--- src/hdl/clm_pkg.sv ---
// Shared types, character constants and the per-character scan decision for the masker.
package clm_pkg;

	// Character codes that steer the scanner.
	localparam int unsigned CHAR_W = 21;
	localparam logic [CHAR_W-1:0] CH_SLASH  = 21'h00002F;
	localparam logic [CHAR_W-1:0] CH_STAR   = 21'h00002A;
	localparam logic [CHAR_W-1:0] CH_DQUOTE = 21'h000022;
	localparam logic [CHAR_W-1:0] CH_SQUOTE = 21'h000027;
	localparam logic [CHAR_W-1:0] CH_BSLASH = 21'h00005C;
	localparam logic [CHAR_W-1:0] CH_LF     = 21'h00000A;
	localparam logic [CHAR_W-1:0] CH_CR     = 21'h00000D;
	localparam logic [CHAR_W-1:0] CH_SPACE  = 21'h000020;
	localparam logic [CHAR_W-1:0] CH_NUL    = 21'h000000;

	// Lexical context of the scanner.
	typedef enum logic [2:0] {
		MODE_NORMAL  = 3'd0,
		MODE_LINE    = 3'd1,
		MODE_BLOCK   = 3'd2,
		MODE_STRING  = 3'd3,
		MODE_CHARLIT = 3'd4
	} scan_mode_t;

	// Outcome of deciding one character against its lookahead.
	typedef struct packed {
		logic [CHAR_W-1:0] ch;
		scan_mode_t        mode;
		logic              esc;
		logic              pair;
	} decide_t;

	// One queue entry: the results caused by one input beat.
	typedef struct packed {
		logic [CHAR_W-1:0] ch0;
		logic [CHAR_W-1:0] ch1;
		logic              two;
		logic              done;
	} clm_entry_t;

	// Inside comments and literals only CR and LF survive.
	function automatic logic [CHAR_W-1:0] mask_char(logic [CHAR_W-1:0] ch);
		return (ch == CH_LF || ch == CH_CR) ? ch : CH_SPACE;
	endfunction

	// Decide one character given the next one; updates the mode and escape flag.
	function automatic decide_t decide(scan_mode_t mode, logic esc,
			logic [CHAR_W-1:0] ch, logic [CHAR_W-1:0] la);
		decide_t r;
		logic [CHAR_W-1:0] quote;
		r.ch = ch;
		r.mode = mode;
		r.esc = esc;
		r.pair = 1'b0;
		quote = (mode == MODE_STRING) ? CH_DQUOTE : CH_SQUOTE;
		unique case (mode)
			MODE_LINE: begin
				if (ch == CH_LF || ch == CH_CR) begin
					r.mode = MODE_NORMAL;
				end else begin
					r.ch = CH_SPACE;
				end
			end
			MODE_BLOCK: begin
				if (ch == CH_STAR && la == CH_SLASH) begin
					r.pair = 1'b1;
					r.mode = MODE_NORMAL;
					r.ch = CH_SPACE;
				end else begin
					r.ch = mask_char(ch);
				end
			end
			MODE_STRING, MODE_CHARLIT: begin
				r.ch = mask_char(ch);
				if (esc) begin
					r.esc = 1'b0;
				end else if (ch == CH_BSLASH) begin
					r.esc = 1'b1;
				end else if (ch == quote) begin
					r.mode = MODE_NORMAL;
				end
			end
			default: begin
				// Normal code; unused mode codes behave the same way.
				r.mode = MODE_NORMAL;
				if (ch == CH_SLASH && la == CH_SLASH) begin
					r.pair = 1'b1;
					r.mode = MODE_LINE;
					r.ch = CH_SPACE;
				end else if (ch == CH_SLASH && la == CH_STAR) begin
					r.pair = 1'b1;
					r.mode = MODE_BLOCK;
					r.ch = CH_SPACE;
				end else if (ch == CH_DQUOTE) begin
					r.mode = MODE_STRING;
					r.esc = 1'b0;
					r.ch = CH_SPACE;
				end else if (ch == CH_SQUOTE) begin
					r.mode = MODE_CHARLIT;
					r.esc = 1'b0;
					r.ch = CH_SPACE;
				end
			end
		endcase
		return r;
	endfunction

endpackage

--- src/hdl/c_comment_literal_masker_unit.sv ---
// Top level of the comment and literal masker.
// Scrubs C/C++ source text one character per beat: comments, string literals and character
// literals come out as spaces with CR and LF kept, and the output text has the same length
// as the input. One input beat is taken every cycle while the internal queue has room
// (QUEUE_DEPTH entries). Because the pairs // and /* need lookahead, each character is held
// until the next one arrives; its result is written to the queue when that next beat is accepted.
// A beat that completes a pair, or ends the text with a character held, yields two output
// beats, one after the other; a beat that only stores a character yields none. The output
// side drains one beat per cycle from the queue while m_tready is high. tlast on the output
// marks the last result of an input beat, tuser marks the final character of the text.
module c_comment_literal_masker_unit #(
	parameter int unsigned QUEUE_DEPTH = 4
) (
	input  logic        clk,
	input  logic        arst_n,
	input  logic        s_tvalid,
	output logic        s_tready,
	input  logic [23:0] s_tdata,   // [20:0] char_in, [23:21] zero
	input  logic        s_tlast,   // end_of_text
	output logic        m_tvalid,
	input  logic        m_tready,
	output logic [23:0] m_tdata,   // [20:0] char_out, [23:21] zero
	output logic        m_tlast,   // run_last
	output logic        m_tuser    // [0] text_done
);

	logic                       push;
	clm_pkg::clm_entry_t        push_entry;
	logic                       full;
	logic                       pop;
	clm_pkg::clm_entry_t        head;
	logic                       empty;
	logic [clm_pkg::CHAR_W-1:0] out_char;

	clm_front u_front (
		.clk        (clk),
		.arst_n     (arst_n),
		.in_valid   (s_tvalid),
		.in_char    (s_tdata[clm_pkg::CHAR_W-1:0]),
		.in_eot     (s_tlast),
		.in_ready   (s_tready),
		.push       (push),
		.push_entry (push_entry),
		.full       (full)
	);

	clm_queue #(
		.DEPTH (QUEUE_DEPTH)
	) u_queue (
		.clk        (clk),
		.arst_n     (arst_n),
		.push       (push),
		.push_entry (push_entry),
		.full       (full),
		.pop        (pop),
		.head       (head),
		.empty      (empty)
	);

	clm_back u_back (
		.clk          (clk),
		.arst_n       (arst_n),
		.head         (head),
		.empty        (empty),
		.pop          (pop),
		.out_valid    (m_tvalid),
		.out_ready    (m_tready),
		.out_char     (out_char),
		.out_run_last (m_tlast),
		.out_done     (m_tuser)
	);

	// Pad the character to whole bytes.
	assign m_tdata = {3'b000, out_char};

endmodule

--- src/hdl/clm_front.sv ---
// Front end: accepts characters, runs the scanner and posts results to the queue.
module clm_front (
	input  logic                               clk,
	input  logic                               arst_n,
	input  logic                               in_valid,
	input  logic [clm_pkg::CHAR_W-1:0]         in_char,
	input  logic                               in_eot,
	output logic                               in_ready,
	output logic                               push,
	output clm_pkg::clm_entry_t                push_entry,
	input  logic                               full
);

	clm_pkg::scan_mode_t               mode_q;
	logic                              esc_q;
	logic [clm_pkg::CHAR_W-1:0]        held_q;
	logic                              held_valid_q;

	clm_pkg::decide_t                  d_held;
	clm_pkg::decide_t                  d_last;
	clm_pkg::scan_mode_t               mode_a;
	logic                              esc_a;
	logic                              pair;
	logic                              accept;

	assign in_ready = !full;
	assign accept = in_valid && in_ready;

	// Decide the held character against the new one, then the new one at end of text.
	always_comb begin
		d_held = clm_pkg::decide(mode_q, esc_q, held_q, in_char);
		mode_a = held_valid_q ? d_held.mode : mode_q;
		esc_a = held_valid_q ? d_held.esc : esc_q;
		pair = held_valid_q && d_held.pair;
		d_last = clm_pkg::decide(mode_a, esc_a, in_char, clm_pkg::CH_NUL);
	end

	// Assemble the queue entry for this beat.
	always_comb begin
		push_entry.ch0 = held_valid_q ? d_held.ch : d_last.ch;
		push_entry.ch1 = pair ? clm_pkg::CH_SPACE : d_last.ch;
		push_entry.two = held_valid_q && (pair || in_eot);
		push_entry.done = in_eot;
		push = accept && (held_valid_q || in_eot);
	end

	// Scanner state; end of text returns everything to the start of a new text.
	always_ff @(posedge clk or negedge arst_n) begin
		if (!arst_n) begin
			mode_q <= clm_pkg::MODE_NORMAL;
			esc_q <= 1'b0;
			held_q <= '0;
			held_valid_q <= 1'b0;
		end else if (accept) begin
			if (in_eot) begin
				mode_q <= clm_pkg::MODE_NORMAL;
				esc_q <= 1'b0;
				held_q <= '0;
				held_valid_q <= 1'b0;
			end else begin
				mode_q <= mode_a;
				esc_q <= esc_a;
				held_q <= in_char;
				held_valid_q <= !pair;
			end
		end
	end

endmodule

--- src/hdl/clm_queue.sv ---
// Small register queue that decouples the scanner from the output side.
module clm_queue #(
	parameter int unsigned DEPTH = 4
) (
	input  logic                clk,
	input  logic                arst_n,
	input  logic                push,
	input  clm_pkg::clm_entry_t push_entry,
	output logic                full,
	input  logic                pop,
	output clm_pkg::clm_entry_t head,
	output logic                empty
);

	localparam int unsigned PTR_W = (DEPTH > 1) ? $clog2(DEPTH) : 1;
	localparam int unsigned CNT_W = $clog2(DEPTH + 1);
	localparam logic [PTR_W-1:0] LAST_PTR = PTR_W'(DEPTH - 1);
	localparam logic [CNT_W-1:0] FULL_CNT = CNT_W'(DEPTH);

	clm_pkg::clm_entry_t  store_q [DEPTH];
	logic [PTR_W-1:0]     wr_ptr_q;
	logic [PTR_W-1:0]     rd_ptr_q;
	logic [CNT_W-1:0]     count_q;

	assign full = (count_q == FULL_CNT);
	assign empty = (count_q == '0);
	assign head = store_q[rd_ptr_q];

	// Entry storage.
	always_ff @(posedge clk) begin
		if (push) begin
			store_q[wr_ptr_q] <= push_entry;
		end
	end

	// Pointers and fill count.
	always_ff @(posedge clk or negedge arst_n) begin
		if (!arst_n) begin
			wr_ptr_q <= '0;
			rd_ptr_q <= '0;
			count_q <= '0;
		end else begin
			if (push) begin
				wr_ptr_q <= (wr_ptr_q == LAST_PTR) ? '0 : wr_ptr_q + 1'b1;
			end
			if (pop) begin
				rd_ptr_q <= (rd_ptr_q == LAST_PTR) ? '0 : rd_ptr_q + 1'b1;
			end
			if (push && !pop) begin
				count_q <= count_q + 1'b1;
			end else if (pop && !push) begin
				count_q <= count_q - 1'b1;
			end
		end
	end

endmodule

--- src/hdl/clm_back.sv ---
// Back end: unpacks each queue entry into one or two output beats.
module clm_back (
	input  logic                       clk,
	input  logic                       arst_n,
	input  clm_pkg::clm_entry_t        head,
	input  logic                       empty,
	output logic                       pop,
	output logic                       out_valid,
	input  logic                       out_ready,
	output logic [clm_pkg::CHAR_W-1:0] out_char,
	output logic                       out_run_last,
	output logic                       out_done
);

	logic phase_q;
	logic beat;

	// Present the current half of the head entry.
	always_comb begin
		out_valid = !empty;
		out_char = phase_q ? head.ch1 : head.ch0;
		out_run_last = phase_q || !head.two;
		out_done = head.done && out_run_last;
		beat = out_valid && out_ready;
		pop = beat && out_run_last;
	end

	// Second-beat marker for entries that carry two results.
	always_ff @(posedge clk or negedge arst_n) begin
		if (!arst_n) begin
			phase_q <= 1'b0;
		end else if (beat) begin
			phase_q <= !out_run_last;
		end
	end

endmodule

--- config.mk ---
export PLATFORM = sky130hd
export DESIGN_NAME = c_comment_literal_masker_unit
export DESIGN_NICKNAME = d
export VERILOG_FILES = /design/src/hdl/clm_pkg.sv /design/src/hdl/c_comment_literal_masker_unit.sv /design/src/hdl/clm_front.sv /design/src/hdl/clm_queue.sv /design/src/hdl/clm_back.sv
export SDC_FILE = /design/constraint.sdc
export NUM_CORES = 1
export LEC_CHECK = 0
export BUFFER_PORTS_ARGS = -buffer_cell sky130_fd_sc_hd__buf_2
export CAP_MARGIN = 20
export CORE_MARGIN = 1
export CORE_UTILIZATION = 65
export CTS_CLUSTER_SIZE = 28
export DETAILED_ROUTE_END_ITERATION = 6
export PLACE_DENSITY = 0.85
export SKIP_CTS_REPAIR_TIMING = 1
export SYNTH_ARGS = -nofsm -noshare
export SYNTH_HDL_FRONTEND = slang
export SYNTH_HIERARCHICAL = 1
export SYNTH_SLANG_ARGS = --single-unit
--- constraint.sdc ---
create_clock -name clk -period 4.6 [get_ports clk]
set_input_delay 0.92 -clock clk [delete_from_list [all_inputs] [get_ports clk]]
set_output_delay 0.92 -clock clk [all_outputs]
set_load 0.02 [all_outputs]
; ---- After elaboration in Yosys (flattened, before gate mapping)
; Memories as Yosys holds them, arrays and structs flattened.
; Index checks and enable logic that the tools add are counted.
[classes]
add_sub_neg = 4
n_eq_ne = 25
mux = 41
n_reduce_logical = 30
[ops]
columns = cell, n
row1 = $eq 21x6->1 const B, 8
row2 = $mux 21, 8
row3 = $mux 25, 4
row4 = $eq 21x4->1 const B, 4
row5 = $pmux 24 s3, 1
row6 = $mux 24, 2
row7 = $mux 3, 10
row8 = $eq 21x21->1, 1
row9 = $eq 21x7->1 const B, 1
row10 = $eq 3x2->1 const B, 4
row11 = $logic_and 1x1->1, 12
row12 = $mux 1, 12
row13 = $eq 3x3->1 const B, 3
row14 = $logic_not 1->1, 7
row15 = $eq 3x1->1 const B, 2
row16 = $logic_or 1x1->1, 5
row17 = $add 2x1->2 const B, 2
row18 = $eq 2x2->1 const B, 2
row19 = $mux 2, 2
row20 = $pmux 1 s2, 2
row21 = $reduce_or 2->1, 2
row22 = $reduce_or 4->1, 1
row23 = $add 3x1->3 const B, 1
row24 = $logic_not 3->1, 1
row25 = 3 further kinds, 3
[totals]
regBits = 34
mem_bits_rw = 176
inputBits = 29
output_inout_bits = 28
elab_cells = 109
memories = 1
[memory_table]
columns = name, depth, word_bits, rd, rd_ports_with_merged_regs, write_ports, line
row1 = u_queue.store_q, 4, 44, 1, 0, 1, clm_queue.sv:20  ; clm_pkg::clm_entry_t store_q [DEPTH];

; ---- Depth between registers and ports, before layout
[logic_depth]
ltp_word = 12
ltp_mapped = 12
depth_no_buf = 10

; ---- Hierarchy
; Netlist, hierarchy kept.
[by_module_without_submodules]
columns = mod, instances, cells_per_inst, area_per_inst_um2, seq_area_each_um2
row1 = clm_queue, 1, 267, 6826.5, 5460.2
row2 = clm_front, 1, 303, 2374.8, 650.6
row3 = clm_back, 1, 31, 326.6, 25.0
row4 = c_comment_literal_masker_unit, 1, 4, 26.3, 0.0

; ---- Least setup slack after synthesis
; Ideal clock, no wire load.
[synth_timing]
path_kind = input port to flip-flop
start = input s_tdata[8]
end = memory u_queue/store_q[0][37] in the netlist's numbering (data pin)
setup_ns = 0.266
t_arrival_ns = 2.904
required_ns = 4.334
path_slack_ns = 1.430
cell_stages = 9
n_path_buf = 1
cell_sequence = nor4_1 > nand4_1 > nor4_4 > o2111ai_1 > a22oi_2 > nor2_4 > xor2_2 > buf_2 > a32o_1
[synth_rtl]
columns = element, line
row1 = start: declaration, c_comment_literal_masker_unit.sv:18  ; input logic [23:0] s_tdata,
row2 = end: declaration, clm_queue.sv:20

==> flow_metrics.tcl <==
set metrics [dict create \
    startpoint_type "input pin" \
    port_buffers 50 \
    synth_top_area_cell "edfxtp_1" \
    cts_sinks 210 \
    track_usage_pct 26.74 \
    grt_max_degree 51 \
    final_core_util_pct 74.60 \
    vias 5632 \
    drc 0 \
    top_usage_layer "met2" \
    async_flop_share_pct 16.19 \
    grt_use_met2_pct 43.82 \
    yosys_warnings 6 \
    final_cell_mix "176 x edfxtp_1, 50 x buf_2, 45 x nand2_1, 38 x mux4_2, 32 x dfrtp_1" \
    final_antenna_net_count 0 \
    synth-seq-cells 210 \
    finalHoldViolCount 0 \
    detail_route.iter0.violations 615 \
    synth-edff-count 176 \
    final.setup.tns_ns 0 \
    met1_usage_pct 37.43 \
    overflow 0 \
    die_y_um 123.2 \
    clk_pin_slew_ns 0.06 \
    cp-end-kind "flip-flop" \
    diodes 0 \
    cts_made_buffers 21 \
    clock_tree.root_cell "clkbuf_16" \
    synthDistinctLibCells 67 \
    final_common_cell "edfxtp_1" \
    fp.dieArea_um2 15190 \
    ios 57 \
    firstDrtPassIters 5 \
    grt_antenna_before_repair 0 \
    cts_tree "yes" \
    ys_seq_area_share_pct 64.22 \
    crit_arrival_ns 3.85 \
    nNetsFinal 691 \
    setup_viol 0 \
    synth-main-ff-cell "edfxtp_1" \
    cp.required_ns 4.87 \
    synth.area.top_cells "edfxtp_1 55%, mux4_2 9.0%, dfrtp_1 8.9%" \
    gp_congestion 0.8518 \
    status "completed" \
    min_path_type "in2async" \
    drive_above_1_share_pct 26.01 \
    path_max_fanout 23 \
    dp_hpwl_um 11900 \
    start_util_pct 67.78 \
    clock.fmax_ghz 0.2794 \
    maxCapViolCount 0 \
    reg2reg_from "u_front/held_valid_q" \
    h-tree-depth 1 \
    rsz0062_at_grt "no" \
    p_leak_nw 3.716 \
    synthesis.area_um2 9554 \
    cts.path.max_buffers 3 \
    die_w_um 123.2 \
    synthCells 605 \
    irDropWorstVdd_mv 0.3940 \
    area_growth_pct 10.06 \
    globalRouteMet3Util_pct 3.090 \
    min_period_over_period_pct 77.81 \
    wire_per_inst_um 22.67 \
    vias_per_cell 6.634 \
    final_max_slew_viol_count 0 \
    maxSlewHeadroom_pct 33.72 \
    powerDensity_nw_per_um2 673.6 \
    core_area_um2 14100 \
    syn_avg_cell_area_um2 15.79 \
    worstMarginPinSlew_ns 0.9942 \
    critPathKind "in2reg" \
    finalCriticalPeriod_ns 3.579 \
    clock_latency_ns 0.48 \
    rows 43 \
    startpoint "s_tdata[16]" \
    clock_skew_ns 0.01226 \
    drt_wl_total_um 19250 \
    grt_pass1_vias 5824 \
    synth.top_cell.area_share_pct 55.32 \
    grt_pass1_wl_um 30450 \
]
sequential cells by signal, summed over array words and instances (netlist names):
name and count:
u_queue/store_q 176, u_front/held_q 21, u_front/mode_q 3, u_queue/count_q 3
u_queue/rd_ptr_q 2, u_queue/wr_ptr_q 2, u_back/phase_q 1, u_front/esc_q 1
u_front/held_valid_q 1
cells in the mapped netlist, drive strengths merged (11+ instances only):
cell type,count
clkbuf,19
inv,12
mux2,25
buf,20
mux4,44
and2,24
dfrtp,34
nand2,45
edfxtp,176
o21ai,27
nand2b,26
a32o,15
nor3,11
nor2,28
nor4,13
final cells by class:
cell class	instances	area, um^2
clock buffers	30	569.3
clock inverters	7	65.06
fillers	856	3581
inverters	12	45.04
multi-input cells	346	3117
flip-flops and latches	210	6138
well taps	180	225.2
repair buffers	64	355.3
cells by family (layout without fill, tap and decap cells):
| logic type | count (synthesis) | in the layout | synth area share (%) |
|---|---|---|---|
| flip-flops | 210 | 210 | 64.22 |
| AND/OR/NAND/NOR | 181 | 181 | 10.82 |
| multiplexers | 75 | 75 | 14.18 |
| AO/OA/AOI/OAI | 73 | 73 | 5.670 |
| buffers and inverters | 51 | 113 | 3.339 |
| adder cells (fa/ha/maj) | 8 | 8 | 1.100 |
| XOR/XNOR | 6 | 6 | 0.6287 |
| other | 1 | 3 | 0.03925 |
stage by stage:
stage / hold WS (ns) / cells / instance area (um^2) / power [W] / setup WS, ns
final: 0.5155 / 849 / 10520 / 0.007083 / 1.021
after global routing: 0.5596 / 849 / 10520 / 0.007406 / 0.8252
after CTS: 0.5197 / 849 / 10520 / 0.007106 / 1.025
after detailed placement: 0.5099 / 812 / 9881 / 0.005523 / 0.5654
after global placement: 0.4717 / 812 / 9881 / 0.005380 / 0.6535
after floorplan: 0.4563 / 607 / 9562 / 0.004917 / 1.430
critical path: stages:
cell	delay (ns)
buf_2	0.12
nor4_1	0.47
nand4_1	0.38
nor4_4	0.41
o2111ai_1	0.20
a22oi_2	0.32
nor2_4	0.12
xor2_2	0.18
buf_4	0.33
mux2i_1	0.38
worst paths after layout:
check                                        end  slack [ns]  depth (start not counted)
max in group asynchronous    u_queue/rd_ptr_q[0]        3.54                          1
setup reg to reg           u_queue/store_q[1][4]        1.23                          8
min in group clk              u_queue/count_q[2]        0.52                          1
setup / recovery           u_queue/store_q[1][4]        1.02                         10
hold / removal                u_queue/count_q[1]        0.52                          1
hold reg to reg               u_queue/count_q[2]        0.52                          1
power breakdown:
| group | switching [W] | internal [W] |
|---|---|---|
| Clock | 0.000659 | 0.000918 |
| Combinational | 0.00143 | 0.00108 |
| Sequential | 0.000311 | 0.00269 |
routing by layer:
layer  vias to the layer above  wire length (um)  part of all wire, %
li1                       2461                 -                    -
met2                       269              9496                   49
met1                      2859              8016                   42
met3                        43              1275                  6.6
met4                         0               461                  2.4
met5                         -                 0                    0
Power figures use the tool's default switching activity.
